File: config.mk
export PLATFORM = sky130hd
export DESIGN_NAME = ezcvg_stats
export DESIGN_NICKNAME = d
export VERILOG_FILES = /design/src/design/ezcvg_pkg.sv /design/src/design/ezcvg_stats.sv
export SDC_FILE = /design/constraint.sdc
export NUM_CORES = 1
export LEC_CHECK = 0
export ABC_AREA = 1
export BUFFER_PORTS_ARGS = -buffer_cell sky130_fd_sc_hd__clkbuf_2
export CAP_MARGIN = 20
export CELL_PAD_IN_SITES_DETAIL_PLACEMENT = 0
export CELL_PAD_IN_SITES_GLOBAL_PLACEMENT = 1
export CORE_MARGIN = 1
export CORE_UTILIZATION = 50
export CTS_CLUSTER_DIAMETER = 40
export DETAILED_ROUTE_END_ITERATION = 7
export PLACE_DENSITY = 0.91
export SYNTH_ARGS = -nofsm -noshare
export SYNTH_HDL_FRONTEND = slang
export SYNTH_SLANG_ARGS = --single-unit
File: constraint.sdc
create_clock -name aclk -period 12.2 [get_ports aclk]
set_clock_uncertainty 0.2 [all_clocks]
set_input_delay 2.44 -clock aclk [delete_from_list [all_inputs] [get_ports aclk]]
set_output_delay 2.44 -clock aclk [all_outputs]
set_load 0.01 [all_outputs]
File: src/design/ezcvg_pkg.sv
// Shared types, constants and helpers for the zero-crossing edge gate.
// No dependencies; every other design file refers to it by scoped names.
package ezcvg_pkg;

    localparam int MAX_WIDTH  = 1024;
    localparam int MAX_HEIGHT = 1024;
    localparam int COL_W      = $clog2(MAX_WIDTH);
    localparam int EROW_W     = $clog2(MAX_HEIGHT);
    localparam int ROW_W      = $clog2(MAX_HEIGHT + 4);
    localparam int SIZE_W     = 11;
    localparam int THR_W      = 21;
    localparam int CFG_IDX_W  = 2;
    localparam int LAP_AW     = COL_W + 1;

    localparam logic [CFG_IDX_W-1:0] CFG_IMAGE_WIDTH  = 2'd0;
    localparam logic [CFG_IDX_W-1:0] CFG_IMAGE_HEIGHT = 2'd1;
    localparam logic [CFG_IDX_W-1:0] CFG_DEV_THRESH   = 2'd2;

    localparam logic [SIZE_W-1:0] SIZE_MIN    = 11'd5;
    localparam logic [SIZE_W-1:0] WIDTH_MAX   = SIZE_W'(MAX_WIDTH);
    localparam logic [SIZE_W-1:0] HEIGHT_MAX  = SIZE_W'(MAX_HEIGHT);
    localparam logic [SIZE_W-1:0] SIZE_RESET  = 11'd512;
    localparam logic [THR_W-1:0]  THR_RESET   = 21'd2400;

    // floor(sum/25) for sum < 6400
    localparam logic [12:0] AVG_MUL   = 13'd5243;
    localparam int          AVG_SHIFT = 17;

    localparam logic [7:0] PIX_WHITE = 8'd255;
    localparam logic [7:0] PIX_EDGE  = 8'd0;

    typedef struct packed {
        logic              take;
        logic [1:0]        bank;
        logic [COL_W-1:0]  col;
        logic              lap_we;
        logic              lap_slot;
        logic [COL_W-1:0]  lap_col;
        logic              emit;
        logic              interior;
        logic              right_en;
        logic              lower_en;
        logic [EROW_W-1:0] e_row;
        logic [COL_W-1:0]  e_col;
        logic              last;
    } ctrl_t;

    typedef struct packed {
        logic [7:0]  mx;
        logic [7:0]  mn;
        logic [7:0]  mid;
        logic [10:0] sum;
        logic [18:0] sq;
    } colstat_t;

    function automatic logic [15:0] sq8(input logic [7:0] v);
        return 16'(v) * 16'(v);
    endfunction

    // stored Laplacian is 9-bit; bit 8 reads as the sign
    function automatic logic positive9(input logic [8:0] v);
        return (v != 9'd0) && !v[8];
    endfunction

endpackage

File: src/design/ezcvg_stats.sv
// Window statistics pipeline: max/min/sum/sum of squares, floor mean,
// Laplacian, squared deviation sum and threshold flag. Uses ezcvg_pkg.
module ezcvg_stats (
    input  logic                         aclk,
    input  logic                         ld3,
    input  logic                         ld4,
    input  logic                         ld5,
    input  logic                         ld6,
    input  ezcvg_pkg::colstat_t          colwin [5],
    input  logic [ezcvg_pkg::THR_W-1:0]  threshold,
    output logic [9:0]                   lap6,
    output logic                         flag6
);

    logic [7:0]  mx3_reg, mn3_reg, ctr3_reg;
    logic [12:0] sum3_reg, sum4_reg;
    logic [20:0] sq3_reg, sq4_reg, sq5_reg;
    logic [7:0]  avg4_reg;
    logic [9:0]  lap4_reg, lap5_reg, lap6_reg;
    logic [20:0] p1_reg;
    logic [15:0] p2_reg;
    logic        flag6_reg;

    logic [7:0]  mx_c, mn_c;
    logic [12:0] sum_c;
    logic [20:0] sq_c;
    logic [25:0] avg_prod;
    logic [23:0] dev_c;

    always_comb begin
        mx_c  = colwin[0].mx;
        mn_c  = colwin[0].mn;
        sum_c = 13'(colwin[0].sum);
        sq_c  = 21'(colwin[0].sq);
        for (int k = 1; k < 5; k++) begin
            if (colwin[k].mx > mx_c) mx_c = colwin[k].mx;
            if (colwin[k].mn < mn_c) mn_c = colwin[k].mn;
            sum_c = sum_c + 13'(colwin[k].sum);
            sq_c  = sq_c + 21'(colwin[k].sq);
        end
        avg_prod = 26'(sum3_reg) * 26'(ezcvg_pkg::AVG_MUL);
        dev_c = 24'(sq5_reg) + 24'(p2_reg) * 24'd25 - {2'b0, p1_reg, 1'b0};
    end

    always_ff @(posedge aclk) begin
        if (ld3) begin
            mx3_reg  <= mx_c;
            mn3_reg  <= mn_c;
            sum3_reg <= sum_c;
            sq3_reg  <= sq_c;
            ctr3_reg <= colwin[2].mid;
        end
        if (ld4) begin
            avg4_reg <= avg_prod[ezcvg_pkg::AVG_SHIFT +: 8];
            lap4_reg <= 10'(mx3_reg) + 10'(mn3_reg) - {1'b0, ctr3_reg, 1'b0};
            sum4_reg <= sum3_reg;
            sq4_reg  <= sq3_reg;
        end
        if (ld5) begin
            p1_reg   <= 21'(avg4_reg) * 21'(sum4_reg);
            p2_reg   <= 16'(avg4_reg) * 16'(avg4_reg);
            lap5_reg <= lap4_reg;
            sq5_reg  <= sq4_reg;
        end
        if (ld6) begin
            lap6_reg  <= lap5_reg;
            flag6_reg <= lap5_reg[9] && (dev_c >= 24'(threshold));
        end
    end

    assign lap6  = lap6_reg;
    assign flag6 = flag6_reg;

endmodule

==> run_results.csv <==
group,metric,value,unit
cts,postCtsSetupBuffers,0,
sta,worst_pin_slew,0.953,ns
synthesis,ys_top_cells_by_area,"fa_1 26%, edfxtp_1 26%, ha_1 19%",
synthesis,syn_inst,2243,
job,cap_violations,0,
cts,cts_sinks,188,
die,die-area,45000,um^2
route,route.detailed.wl_per_inst,12.9,um
synthesis,yosysSeqAreaShare,25.6,%
sta,setup_violations,0,
route,dr.pass1.iters,4,
final_layout,final_cell_mix,"595 x inv_1, 343 x nand2_1, 336 x ha_1",
synthesis,synth_top_flop_cell,"edfxtp_1",
global_routing,grt_first_pass_wirelength,69300,um
sta,finalCritPeriodShare,62.4,%
worst_setup_path,crit_arrival,7.61,ns
synthesis,synth_area_per_cell,9.85,um^2
worst_setup_path,path_class,"input pin to flip-flop",
worst_setup_path,critPathCaptureType,"flip-flop",
route,drt_first_iter_violations,571,
route,finalWirelength,40200,um
status,outcome,"finished clean",
final_layout,layout_commonest_cell,"inv_1",
place,dp_cells,3074,
worst_setup_path,startpoint,"colwin[259]",
die,core_area,43400,um^2
global_routing,antenna_found_initial,0,
sta,fin_tns_setup,0,ns
sta,relSlewSlack,36.5,%
route,antenna_left,0,
cts,cts_tree,"done",
route,drcViolationCount,0,
die,die_y,212,um
synthesis,async_flop_share,0,%
route,vias,14977,
sta,hold_viol_final,0,
worst_setup_path,r2r-start,"p2_reg[2]",
global_routing,grt_max_degree,68,
synthesis,yosys_warnings,0,
cts,clock_latency,0.45,ns
sta,finalCriticalPeriod,7.62,ns
worst_setup_path,worstPathMaxFanout,15,
worst_setup_path,required,12.19,ns
die,ios,307,
synthesis,synth-seq-cells,188,
final_layout,diodes,0,
sta,grt_setup_unrepaired,"no",
worst_setup_path,startpoint_type,"input pin",
sta,drv_slew,0,
final_layout,final_cells,3106,
synthesis,synth_top_area_share,26.0,%
synthesis,synth_edf_count,188,
cts,cts_buffers,17,
sta,setup_slack,4.58,ns
place,io_buffer_count,274,
place,dp_hpwl,34300,um
final_layout,nets,3427,
cts,holdBufCountCts,0,
die,initial_utilization,50.9,%
die,die_w,212,um
min_path,min_from,"lap5_reg[2]",
global_routing,grt_pass1_vias,15828,
final_layout,fillerInstances,3763,
cts,clk_pin_slew,0.07,ns
cts,cts.htree.levels,4,
place,gp_routability_congestion,0.866,
final_layout,syn_to_final_growth,11.8,%
route,viasPerCell,4.82,
die,rows,76,
cts,clk_path_buf_depth,2,
worst_setup_path,cp_slowest_cell,"a211oi_2",
synthesis,synth_top_cell_by_area,"fa_1",
final_layout,final_util,56.9,%
worst_setup_path,slowest_delay,0.52,ns
global_routing,grt-ovfl-total,0,
synthesis,syn-cell-area,22100,um^2
sta,fmaxAchievable,131,MHz
global_routing,grt_usage,19.2,%
final_layout,layout-drive-gt1-share,13.5,%
synthesis,ys_types,39,
place,dp_slack,4.10,ns
min_path,hp-class,"flip-flop to flip-flop",
cts,cts-resized-gates,0,
cts,cts_root_buffer,"clkbuf_16",
## worst max-delay path, delay by kind of cell
family	cells	cell delay, ns
adder cells (fa/ha/maj)	4	1.20
buffers and inverters	2	0.11
AO/OA/AOI/OAI	11	2.73
AND/OR/NAND/NOR	9	1.10
## synth_stat cells (3+ instances only)
cell      count
a211oi_1      8
a211oi_2      3
a21boi_0      3
a21o_1        5
a21oi_1     112
buf_1         3
clkbuf_1     19
clkbuf_2     12
edfxtp_1    188
fa_1        287
ha_1        336
inv_1       595
nand2_1     343
nand2_2      13
nand2_4       4
nand3_1      53
nand4_1       5
nor2_1       47
o21a_1       10
o21ai_0      57
o21ai_1       9
o21bai_1     11
xnor2_1      28
xor2_1       71
## routing by layer
metal  global-route usage, %  vias up  wire length [um]
met1                    23.5     7218             17700
met5                       0        -                 0
met3                    3.13       32              1290
met4                    4.22        0               509
li1                        -     7508                 -
met2                    35.1      219             20700
## final timing paths
check / depth (start not counted) / slack [ns] / end
min reg2reg: 0 / 0.22 / lap6[2]
max reg2reg: 30 / 6.14 / flag6
max: 26 / 4.58 / mn3_reg[7]
min: 0 / 0.22 / lap6[2]
## final cells by class
| class | instances | area (um^2) | area share (%) |
|---|---|---|---|
| Clock buffer | 17 | 425 | 1.72 |
| Clock inverter | 15 | 178 | 0.719 |
| Inverter | 597 | 2240 | 9.07 |
| Multi-Input combinational cell | 1423 | 14000 | 56.9 |
| Sequential cell | 188 | 5650 | 22.9 |
| Tap cell | 585 | 732 | 2.96 |
| Timing Repair Buffer | 281 | 1420 | 5.77 |
## per-stage QoR
stage	instance area (um^2)	hold WS, ns
global route	24700	0.223
CTS	24700	0.220
global placement	24100	0.204
finish	24700	0.216
detailed placement	24100	0.205
floorplan	22100	0.200
## cell families after synthesis
kind of cell    count (synthesis)  synth area share [%]
compound gates                225                  5.72
xor+xnor                       99                  3.93
fa+ha+maj                     623                  45.0
buf+inv                       633                  10.8
flops                         188                  25.6
mux                             1                0.0510
other cells                     1                0.0170
simple gates                  473                  8.83
Power is not shown: default switching activity piles up to over one toggle a cycle in this logic, so the estimate is an artifact.
