`src/design/ezcvg_pkg.sv`:
```
// Shared types, constants and helpers for the zero-crossing edge gate.
// No dependencies; every other design file refers to it by scoped names.
package ezcvg_pkg;

    localparam int MAX_WIDTH  = 1024;
    localparam int MAX_HEIGHT = 1024;
    localparam int COL_W      = $clog2(MAX_WIDTH);
    localparam int EROW_W     = $clog2(MAX_HEIGHT);
    localparam int ROW_W      = $clog2(MAX_HEIGHT + 4);
    localparam int SIZE_W     = 11;
    localparam int THR_W      = 21;
    localparam int CFG_IDX_W  = 2;
    localparam int LAP_AW     = COL_W + 1;

    localparam logic [CFG_IDX_W-1:0] CFG_IMAGE_WIDTH  = 2'd0;
    localparam logic [CFG_IDX_W-1:0] CFG_IMAGE_HEIGHT = 2'd1;
    localparam logic [CFG_IDX_W-1:0] CFG_DEV_THRESH   = 2'd2;

    localparam logic [SIZE_W-1:0] SIZE_MIN    = 11'd5;
    localparam logic [SIZE_W-1:0] WIDTH_MAX   = SIZE_W'(MAX_WIDTH);
    localparam logic [SIZE_W-1:0] HEIGHT_MAX  = SIZE_W'(MAX_HEIGHT);
    localparam logic [SIZE_W-1:0] SIZE_RESET  = 11'd512;
    localparam logic [THR_W-1:0]  THR_RESET   = 21'd2400;

    // floor(sum/25) for sum < 6400
    localparam logic [12:0] AVG_MUL   = 13'd5243;
    localparam int          AVG_SHIFT = 17;

    localparam logic [7:0] PIX_WHITE = 8'd255;
    localparam logic [7:0] PIX_EDGE  = 8'd0;

    typedef struct packed {
        logic              take;
        logic [1:0]        bank;
        logic [COL_W-1:0]  col;
        logic              lap_we;
        logic              lap_slot;
        logic [COL_W-1:0]  lap_col;
        logic              emit;
        logic              interior;
        logic              right_en;
        logic              lower_en;
        logic [EROW_W-1:0] e_row;
        logic [COL_W-1:0]  e_col;
        logic              last;
    } ctrl_t;

    typedef struct packed {
        logic [7:0]  mx;
        logic [7:0]  mn;
        logic [7:0]  mid;
        logic [10:0] sum;
        logic [18:0] sq;
    } colstat_t;

    function automatic logic [15:0] sq8(input logic [7:0] v);
        return 16'(v) * 16'(v);
    endfunction

    // stored Laplacian is 9-bit; bit 8 reads as the sign
    function automatic logic positive9(input logic [8:0] v);
        return (v != 9'd0) && !v[8];
    endfunction

endpackage

```
`src/design/ezcvg_ctrl.sv`:
```
// Configuration registers, frame and emit position counters.
// Produces the per-request control word at accept time. Uses ezcvg_pkg.
module ezcvg_ctrl (
    input  logic                                aclk,
    input  logic                                aresetn,
    input  logic                                cfg_valid,
    output logic                                cfg_ready,
    input  logic [ezcvg_pkg::CFG_IDX_W-1:0]     cfg_index,
    input  logic [ezcvg_pkg::THR_W-1:0]         cfg_data,
    input  logic                                accept,
    input  logic                                op,
    output ezcvg_pkg::ctrl_t                    ctrl,
    output logic [ezcvg_pkg::THR_W-1:0]         threshold
);

    localparam logic [ezcvg_pkg::ROW_W-1:0] ROW3 = ezcvg_pkg::ROW_W'(3);
    localparam logic [ezcvg_pkg::ROW_W-1:0] ROW4 = ezcvg_pkg::ROW_W'(4);
    localparam logic [ezcvg_pkg::COL_W-1:0] COL2 = ezcvg_pkg::COL_W'(2);
    localparam logic [ezcvg_pkg::COL_W-1:0] COL4 = ezcvg_pkg::COL_W'(4);

    logic [ezcvg_pkg::SIZE_W-1:0] width_reg, height_reg;
    logic [ezcvg_pkg::THR_W-1:0]  thr_reg;
    logic [ezcvg_pkg::ROW_W-1:0]  in_row_reg;
    logic [ezcvg_pkg::COL_W-1:0]  in_col_reg;
    logic [ezcvg_pkg::EROW_W-1:0] e_row_reg;
    logic [ezcvg_pkg::COL_W-1:0]  e_col_reg;

    logic in_frame, ignored, take, emit, last_pos, col_wrap, ecol_wrap;
    logic [11:0] r12, c12, w12, h12;

    function automatic logic [ezcvg_pkg::SIZE_W-1:0] clamp_size(
        input logic [ezcvg_pkg::SIZE_W-1:0] v,
        input logic [ezcvg_pkg::SIZE_W-1:0] hi);
        if (v < ezcvg_pkg::SIZE_MIN) return ezcvg_pkg::SIZE_MIN;
        if (v > hi) return hi;
        return v;
    endfunction

    assign cfg_ready = 1'b1;
    assign threshold = thr_reg;

    always_comb begin
        r12 = 12'(e_row_reg);
        c12 = 12'(e_col_reg);
        w12 = 12'(width_reg);
        h12 = 12'(height_reg);
        in_frame  = 12'(in_row_reg) < h12;
        ignored   = in_frame && op;
        take      = in_frame && !op;
        emit      = !ignored && ((in_row_reg > ROW3) ||
                    ((in_row_reg == ROW3) && (in_col_reg >= COL2)));
        last_pos  = (r12 == h12 - 12'd1) && (c12 == w12 - 12'd1);
        col_wrap  = (12'(in_col_reg) + 12'd1) == w12;
        ecol_wrap = (c12 + 12'd1) == w12;

        ctrl.take     = take;
        ctrl.bank     = in_row_reg[1:0];
        ctrl.col      = in_col_reg;
        ctrl.lap_we   = take && (in_row_reg >= ROW4) && (in_col_reg >= COL4);
        ctrl.lap_slot = in_row_reg[0];
        ctrl.lap_col  = in_col_reg - COL2;
        ctrl.emit     = emit;
        ctrl.interior = (r12 >= 12'd2) && (r12 + 12'd3 <= h12) &&
                        (c12 >= 12'd2) && (c12 + 12'd3 <= w12);
        ctrl.right_en = c12 + 12'd4 <= w12;
        ctrl.lower_en = r12 + 12'd4 <= h12;
        ctrl.e_row    = e_row_reg;
        ctrl.e_col    = e_col_reg;
        ctrl.last     = emit && last_pos;
    end

    always_ff @(posedge aclk) begin
        if (!aresetn) begin
            width_reg  <= ezcvg_pkg::SIZE_RESET;
            height_reg <= ezcvg_pkg::SIZE_RESET;
            thr_reg    <= ezcvg_pkg::THR_RESET;
            in_row_reg <= '0;
            in_col_reg <= '0;
            e_row_reg  <= '0;
            e_col_reg  <= '0;
        end else if (cfg_valid) begin
            case (cfg_index)
                ezcvg_pkg::CFG_IMAGE_WIDTH: begin
                    width_reg  <= clamp_size(cfg_data[ezcvg_pkg::SIZE_W-1:0],
                                             ezcvg_pkg::WIDTH_MAX);
                    in_row_reg <= '0;
                    in_col_reg <= '0;
                    e_row_reg  <= '0;
                    e_col_reg  <= '0;
                end
                ezcvg_pkg::CFG_IMAGE_HEIGHT: begin
                    height_reg <= clamp_size(cfg_data[ezcvg_pkg::SIZE_W-1:0],
                                             ezcvg_pkg::HEIGHT_MAX);
                    in_row_reg <= '0;
                    in_col_reg <= '0;
                    e_row_reg  <= '0;
                    e_col_reg  <= '0;
                end
                ezcvg_pkg::CFG_DEV_THRESH: begin
                    thr_reg <= cfg_data;
                end
                default: begin
                end
            endcase
        end else if (accept && !ignored) begin
            if (emit && last_pos) begin
                in_row_reg <= '0;
                in_col_reg <= '0;
                e_row_reg  <= '0;
                e_col_reg  <= '0;
            end else begin
                if (emit) begin
                    if (ecol_wrap) begin
                        e_col_reg <= '0;
                        e_row_reg <= e_row_reg + 1'b1;
                    end else begin
                        e_col_reg <= e_col_reg + 1'b1;
                    end
                end
                if (col_wrap) begin
                    in_col_reg <= '0;
                    in_row_reg <= in_row_reg + 1'b1;
                end else begin
                    in_col_reg <= in_col_reg + 1'b1;
                end
            end
        end
    end

endmodule

```
`config.mk`:
```
export PLATFORM = sky130hd
export DESIGN_NAME = ezcvg_ctrl
export DESIGN_NICKNAME = d
export VERILOG_FILES = /design/src/design/ezcvg_pkg.sv /design/src/design/ezcvg_ctrl.sv
export SDC_FILE = /design/constraint.sdc
export NUM_CORES = 1
export LEC_CHECK = 0
export BUFFER_PORTS_ARGS = -buffer_cell sky130_fd_sc_hd__clkbuf_2
export CORE_ASPECT_RATIO = 1.4
export CORE_MARGIN = 10
export CORE_UTILIZATION = 55
export CTS_CLUSTER_DIAMETER = 40
export DETAILED_ROUTE_END_ITERATION = 10
export HOLD_SLACK_MARGIN = 0.08
export PLACE_DENSITY = 0.77
export SLEW_MARGIN = 5
export SYNTH_ARGS = -nofsm -noshare
export SYNTH_HDL_FRONTEND = slang
export SYNTH_SLANG_ARGS = --single-unit
export TNS_END_PERCENT = 50
```
`constraint.sdc`:
```
create_clock -name aclk -period 11.25 [get_ports aclk]
set_clock_uncertainty 0.1 [all_clocks]
set_input_delay 1.6875 -clock aclk [delete_from_list [all_inputs] [get_ports aclk]]
set_output_delay 1.6875 -clock aclk [all_outputs]
set_load 0.01 [all_outputs]
```
==> impl_results.html <==
<table>
<tr><th>Metric</th><th>Value</th></tr>
<tr><th colspan="2">Cells and area</th></tr>
<tr><td>Antenna diode count</td><td>0</td></tr>
<tr><td>Share of post-route cells with drive strength above 1</td><td>13.4%</td></tr>
<tr><td>Number of flip-flops under the largest register name</td><td>21</td></tr>
<tr><td>Net count, final</td><td>1066</td></tr>
<tr><td>Layout-stage area growth over the synthesis result</td><td>10.8%</td></tr>
<tr><td>Final core area utilization</td><td>62.2%</td></tr>
<tr><td>Fillcell total</td><td>1161</td></tr>
<tr><th colspan="2">Synth</th></tr>
<tr><td>Main synth FF type</td><td>sky130_fd_sc_hd__dfxtp_1</td></tr>
<tr><td>Library cell occupying the most area in the post-synthesis netlist</td><td>sky130_fd_sc_hd__dfxtp_1</td></tr>
<tr><td>Synthesized area per cell</td><td>7.65 µm²</td></tr>
<tr><td>Count of flip-flops with a built-in enable after synthesis</td><td>0</td></tr>
<tr><td>Synthesis-stage register bit count</td><td>84</td></tr>
<tr><td>Ranking of synthesized cells by area</td><td>sky130_fd_sc_hd__dfxtp_1, sky130_fd_sc_hd__ha_1, sky130_fd_sc_hd__xnor2_1</td></tr>
<tr><td>Area fraction of the dominant cell type after synthesis</td><td>24.2%</td></tr>
<tr><td>Fraction of registers with async set/reset</td><td>0%</td></tr>
<tr><td>Cell area after technology mapping</td><td>6940 µm²</td></tr>
<tr><td>Register area share after synthesis</td><td>24.2%</td></tr>
<tr><td>Synth Instances</td><td>908</td></tr>
<tr><td>Post-Synthesis Net Count</td><td>1011</td></tr>
<tr><td>Synthesis warning total</td><td>0</td></tr>
<tr><td>Netlist cell types</td><td>68</td></tr>
<tr><th colspan="2">CTS</th></tr>
<tr><td>Clock latency reported for the late side of the worst-skew pair</td><td>0.35 ns</td></tr>
<tr><td>Clock transition at the register clock pins on the worst setup and hold paths after CTS</td><td>0.06 ns</td></tr>
<tr><td>CTS Buf Count</td><td>9</td></tr>
<tr><td># clock sinks</td><td>84</td></tr>
<tr><td>H-Tree Depth</td><td>3</td></tr>
<tr><td>Buffers inserted by post-CTS timing repair</td><td>0</td></tr>
<tr><td>Clock tree buffer depth</td><td>2</td></tr>
<tr><td>Number of gates given a new drive strength after cts</td><td>0</td></tr>
<tr><td>CTS tree</td><td>yes</td></tr>
<tr><td>Post-CTS Hold Buffers</td><td>0</td></tr>
<tr><td>Root buffer selected by CTS</td><td>sky130_fd_sc_hd__clkbuf_16</td></tr>
<tr><th colspan="2">Routing</th></tr>
<tr><td>DRC violation total after the first TritonRoute iteration</td><td>415</td></tr>
<tr><td>Antenna Nets Post-Route</td><td>0</td></tr>
<tr><td>1st-pass router iterations</td><td>5</td></tr>
<tr><td>Mean number of vias per cell</td><td>5.81</td></tr>
<tr><td>Total wirelength of the detailed-routed design</td><td>19400 µm</td></tr>
<tr><td>Final routed DRC violation total</td><td>0</td></tr>
<tr><td>Wire length per cell after detailed routing</td><td>17.3 µm</td></tr>
<tr><td>Vias</td><td>6491</td></tr>
<tr><th colspan="2">STA</th></tr>
<tr><td>Hold Violations, Final</td><td>0</td></tr>
<tr><td>Ratio of final minimum period to clock period</td><td>46.5%</td></tr>
<tr><td>Worst-Margin Slew</td><td>1.01 ns</td></tr>
<tr><td>Number of max-slew violations in the final report</td><td>0</td></tr>
<tr><td>Setup repair after global routing missed its margin</td><td>no</td></tr>
<tr><td>Worst slew margin relative to its limit</td><td>30.8%</td></tr>
<tr><td>Total negative slack for setup checks</td><td>0 ns</td></tr>
<tr><td>Final setup violation count</td><td>0</td></tr>
<tr><td>Final critical delay including setup and external delays</td><td>5.23 ns</td></tr>
<tr><td>Worst hold margin</td><td>0.365 ns</td></tr>
<tr><td>FMAX</td><td>191 MHz</td></tr>
<tr><th colspan="2">Critical path</th></tr>
<tr><td>Biggest cell delay along the critical path</td><td>0.50 ns</td></tr>
<tr><td>Critical path buffers and inverters</td><td>2</td></tr>
<tr><td>Chain of cells forming the critical path</td><td>inv_1 -&gt; ha_1 -&gt; or4_1 -&gt; or4_1 -&gt; nor4_1 -&gt; and4_4 -&gt; nor4bb_1 -&gt; clkbuf_2</td></tr>
<tr><td>Type of origin of the critical path</td><td>register</td></tr>
<tr><td>Worst-path maximum fanout</td><td>8</td></tr>
<tr><td>Slowest cell on crit path</td><td>sky130_fd_sc_hd__or4_1</td></tr>
<tr><td>Reg2Reg Depth</td><td>10</td></tr>
<tr><td>Data required time at the worst endpoint</td><td>9.46 ns</td></tr>
<tr><td>Setup slack, reg-to-reg</td><td>7.31 ns</td></tr>
<tr><td>Kind of cell adding the most delay to the critical path</td><td>simple AND/OR/NAND/NOR gates</td></tr>
<tr><td>Kind of end point of the critical path</td><td>output pin</td></tr>
<tr><td>Worst R2R Start</td><td>e_col_reg[2]</td></tr>
<tr><td>Reg2reg end</td><td>e_row_reg[9]</td></tr>
<tr><td>Cell occurring most often along the worst timing path</td><td>sky130_fd_sc_hd__or4_1</td></tr>
<tr><td>Crit path DAT</td><td>3.44 ns</td></tr>
<tr><td>Setup CP Type</td><td>reg2out</td></tr>
<tr><th colspan="2">GRT</th></tr>
<tr><td>Largest net degree at the start of global routing</td><td>51</td></tr>
<tr><td>GRT Residual Overflow</td><td>0</td></tr>
<tr><td>Layer with the highest usage</td><td>met2</td></tr>
<tr><td>Global Route met2 Usage</td><td>37.3%</td></tr>
<tr><td>Grt met1 use</td><td>25.2%</td></tr>
<tr><td>Global-route track usage on met3</td><td>5.60%</td></tr>
<tr><td>Combined global-route utilization of all metal layers</td><td>22.1%</td></tr>
<tr><td>Antenna violations before repair</td><td>0</td></tr>
<tr><td>First-pass GRT wire length</td><td>32100 µm</td></tr>
<tr><td>Via count of the first global-routing pass</td><td>6408</td></tr>
<tr><th colspan="2">Power</th></tr>
<tr><td>Maximum VDD drop</td><td>0.0940 mV</td></tr>
<tr><td>Static leakage</td><td>3.22 nW</td></tr>
<tr><td>Cell Pwr Density</td><td>90.8 nW/µm²</td></tr>
<tr><td>Overall Power</td><td>0.699 mW</td></tr>
<tr><th colspan="2">Floorplanning</th></tr>
<tr><td>Die Span X</td><td>115 µm</td></tr>
<tr><td>Effective utilization at floorplan</td><td>56.1%</td></tr>
<tr><td>Num rows</td><td>48</td></tr>
<tr><td>Die area</td><td>17600 µm²</td></tr>
<tr><td>Std-Cell Core Area</td><td>12400 µm²</td></tr>
<tr><td>Total I/O pin count</td><td>100</td></tr>
<tr><td>DIE HEIGHT</td><td>153 µm</td></tr>
<tr><th colspan="2">Min path</th></tr>
<tr><td>Worst hold stages</td><td>2</td></tr>
<tr><td>Worst-case hold path end point</td><td>threshold[18]</td></tr>
<tr><td>Origin of the worst min-delay path</td><td>threshold[18]</td></tr>
<tr><td>Path category of the worst min-delay check</td><td>reg2reg</td></tr>
<tr><th colspan="2">Placement</th></tr>
<tr><td>Count of input and output buffers</td><td>98</td></tr>
<tr><td>Final HPWL DP</td><td>15200 µm</td></tr>
<tr><td>Weighted congestion reported at the end of routability-driven placement</td><td>0.970</td></tr>
<tr><th colspan="2">Run status</th></tr>
<tr><td>Status</td><td>finished, final reports clean</td></tr>
<tr><th colspan="2">Job</th></tr>
<tr><td>Max-cap violations</td><td>0</td></tr>
</table>
## routing by layer
metal  up-vias  wire length [µm]
met5         -                 0
met4         0               716
met3        47              1290
met2       199              9430
met1      2983              7940
li1       3262                 -
## cell type report
cell class	count	area (µm²)	area share, %
Multi-Input combinational cell	718	4830	62.8
Sequential cell	84	1680	21.9
Timing Repair Buffer	104	536	6.96
Clock buffer	10	229	2.98
Tap cell	150	188	2.44
Inverter	46	173	2.24
Clock inverter	6	55.1	0.715
## tightest hold or removal path: stages (launching register included)
cell and delay, ns:
sky130_fd_sc_hd__dfxtp_1 0.31, sky130_fd_sc_hd__nand2_1 0.04, sky130_fd_sc_hd__a21boi_0 0.06
## worst max path at each step
| stage | depth (start not counted) | startpoint | endpoint | slack, ns |
|---|---|---|---|---|
| 2_1_floorplan | 9 | width_reg[1] | ctrl[0] | 6.60 |
| 3_3_place_gp | 8 | e_col_reg[0] | ctrl[0] | 6.42 |
| 3_5_place_dp | 8 | e_col_reg[0] | ctrl[0] | 6.38 |
| 4_1_cts | 8 | e_col_reg[0] | ctrl[0] | 6.00 |
| 5_1_grt | 8 | e_col_reg[0] | ctrl[0] | 5.83 |
| 6_report | 8 | e_col_reg[0] | ctrl[0] | 6.02 |
## logic make-up after synthesis
group           Yosys count  synth area share, %
compound gates          175                 17.3
other cells               1               0.0540
mux                       1                0.162
fa+ha+maj                75                 13.5
xor+xnor                 97                 12.2
simple gates            369                 26.2
flops                    84                 24.2
buf+inv                 106                 6.24
## where the power goes
| group | internal (mW) | switching, mW |
|---|---|---|
| Sequential | 0.303 | 0.00850 |
| Combinational | 0.0403 | 0.0579 |
| Clock | 0.154 | 0.135 |
| Total | 0.498 | 0.201 |
## stage by stage
step	setup WS, ns	cell area, µm²	instances
after floorplan	6.60	6940	908
after global placement	6.42	7410	1102
after detailed placement	6.38	7410	1102
after CTS	6.00	7690	1118
after global routing	5.83	7690	1118
final	6.02	7690	1118
## synth_stat cells (all sizes together) (2+ instances only)
library cell	instances
nand2	133
dfxtp	84
ha	75
nor2	66
xnor2	63
clkbuf	47
inv	46
a21boi	38
o21ai	35
xor2	34
a21oi	27
nand3	25
nor3	24
nand4	22
nor2b	21
nor4	18
o21a	17
buf	13
and3	11
a31oi	10
and2	9
or3	6
a211o	5
a211oi	5
and4	5
nand2b	5
o2111ai	5
o211ai	5
a21o	4
nand4b	4
nor4b	4
or4	4
a22o	3
nand3b	3
o31ai	3
a2111oi	2
a311oi	2
and3b	2
nor3b	2
o31a	2
or2	2
## layout by cell type, fill, tap and decap left out, types with 17 or more instances in the layout
cell type / instances
sky130_fd_sc_hd__nand2_1: 133
sky130_fd_sc_hd__clkbuf_2: 98
sky130_fd_sc_hd__dfxtp_1: 84
sky130_fd_sc_hd__ha_1: 75
sky130_fd_sc_hd__nor2_1: 66
sky130_fd_sc_hd__xnor2_1: 63
sky130_fd_sc_hd__inv_1: 46
sky130_fd_sc_hd__a21boi_0: 38
sky130_fd_sc_hd__xor2_1: 34
sky130_fd_sc_hd__o21ai_0: 33
sky130_fd_sc_hd__a21oi_1: 27
sky130_fd_sc_hd__nand3_1: 25
sky130_fd_sc_hd__nor3_1: 24
sky130_fd_sc_hd__nand4_1: 22
sky130_fd_sc_hd__nor2b_1: 21
sky130_fd_sc_hd__nor4_1: 17
sky130_fd_sc_hd__o21a_1: 17
No activity file was read; power rests on OpenSTA's default activity.
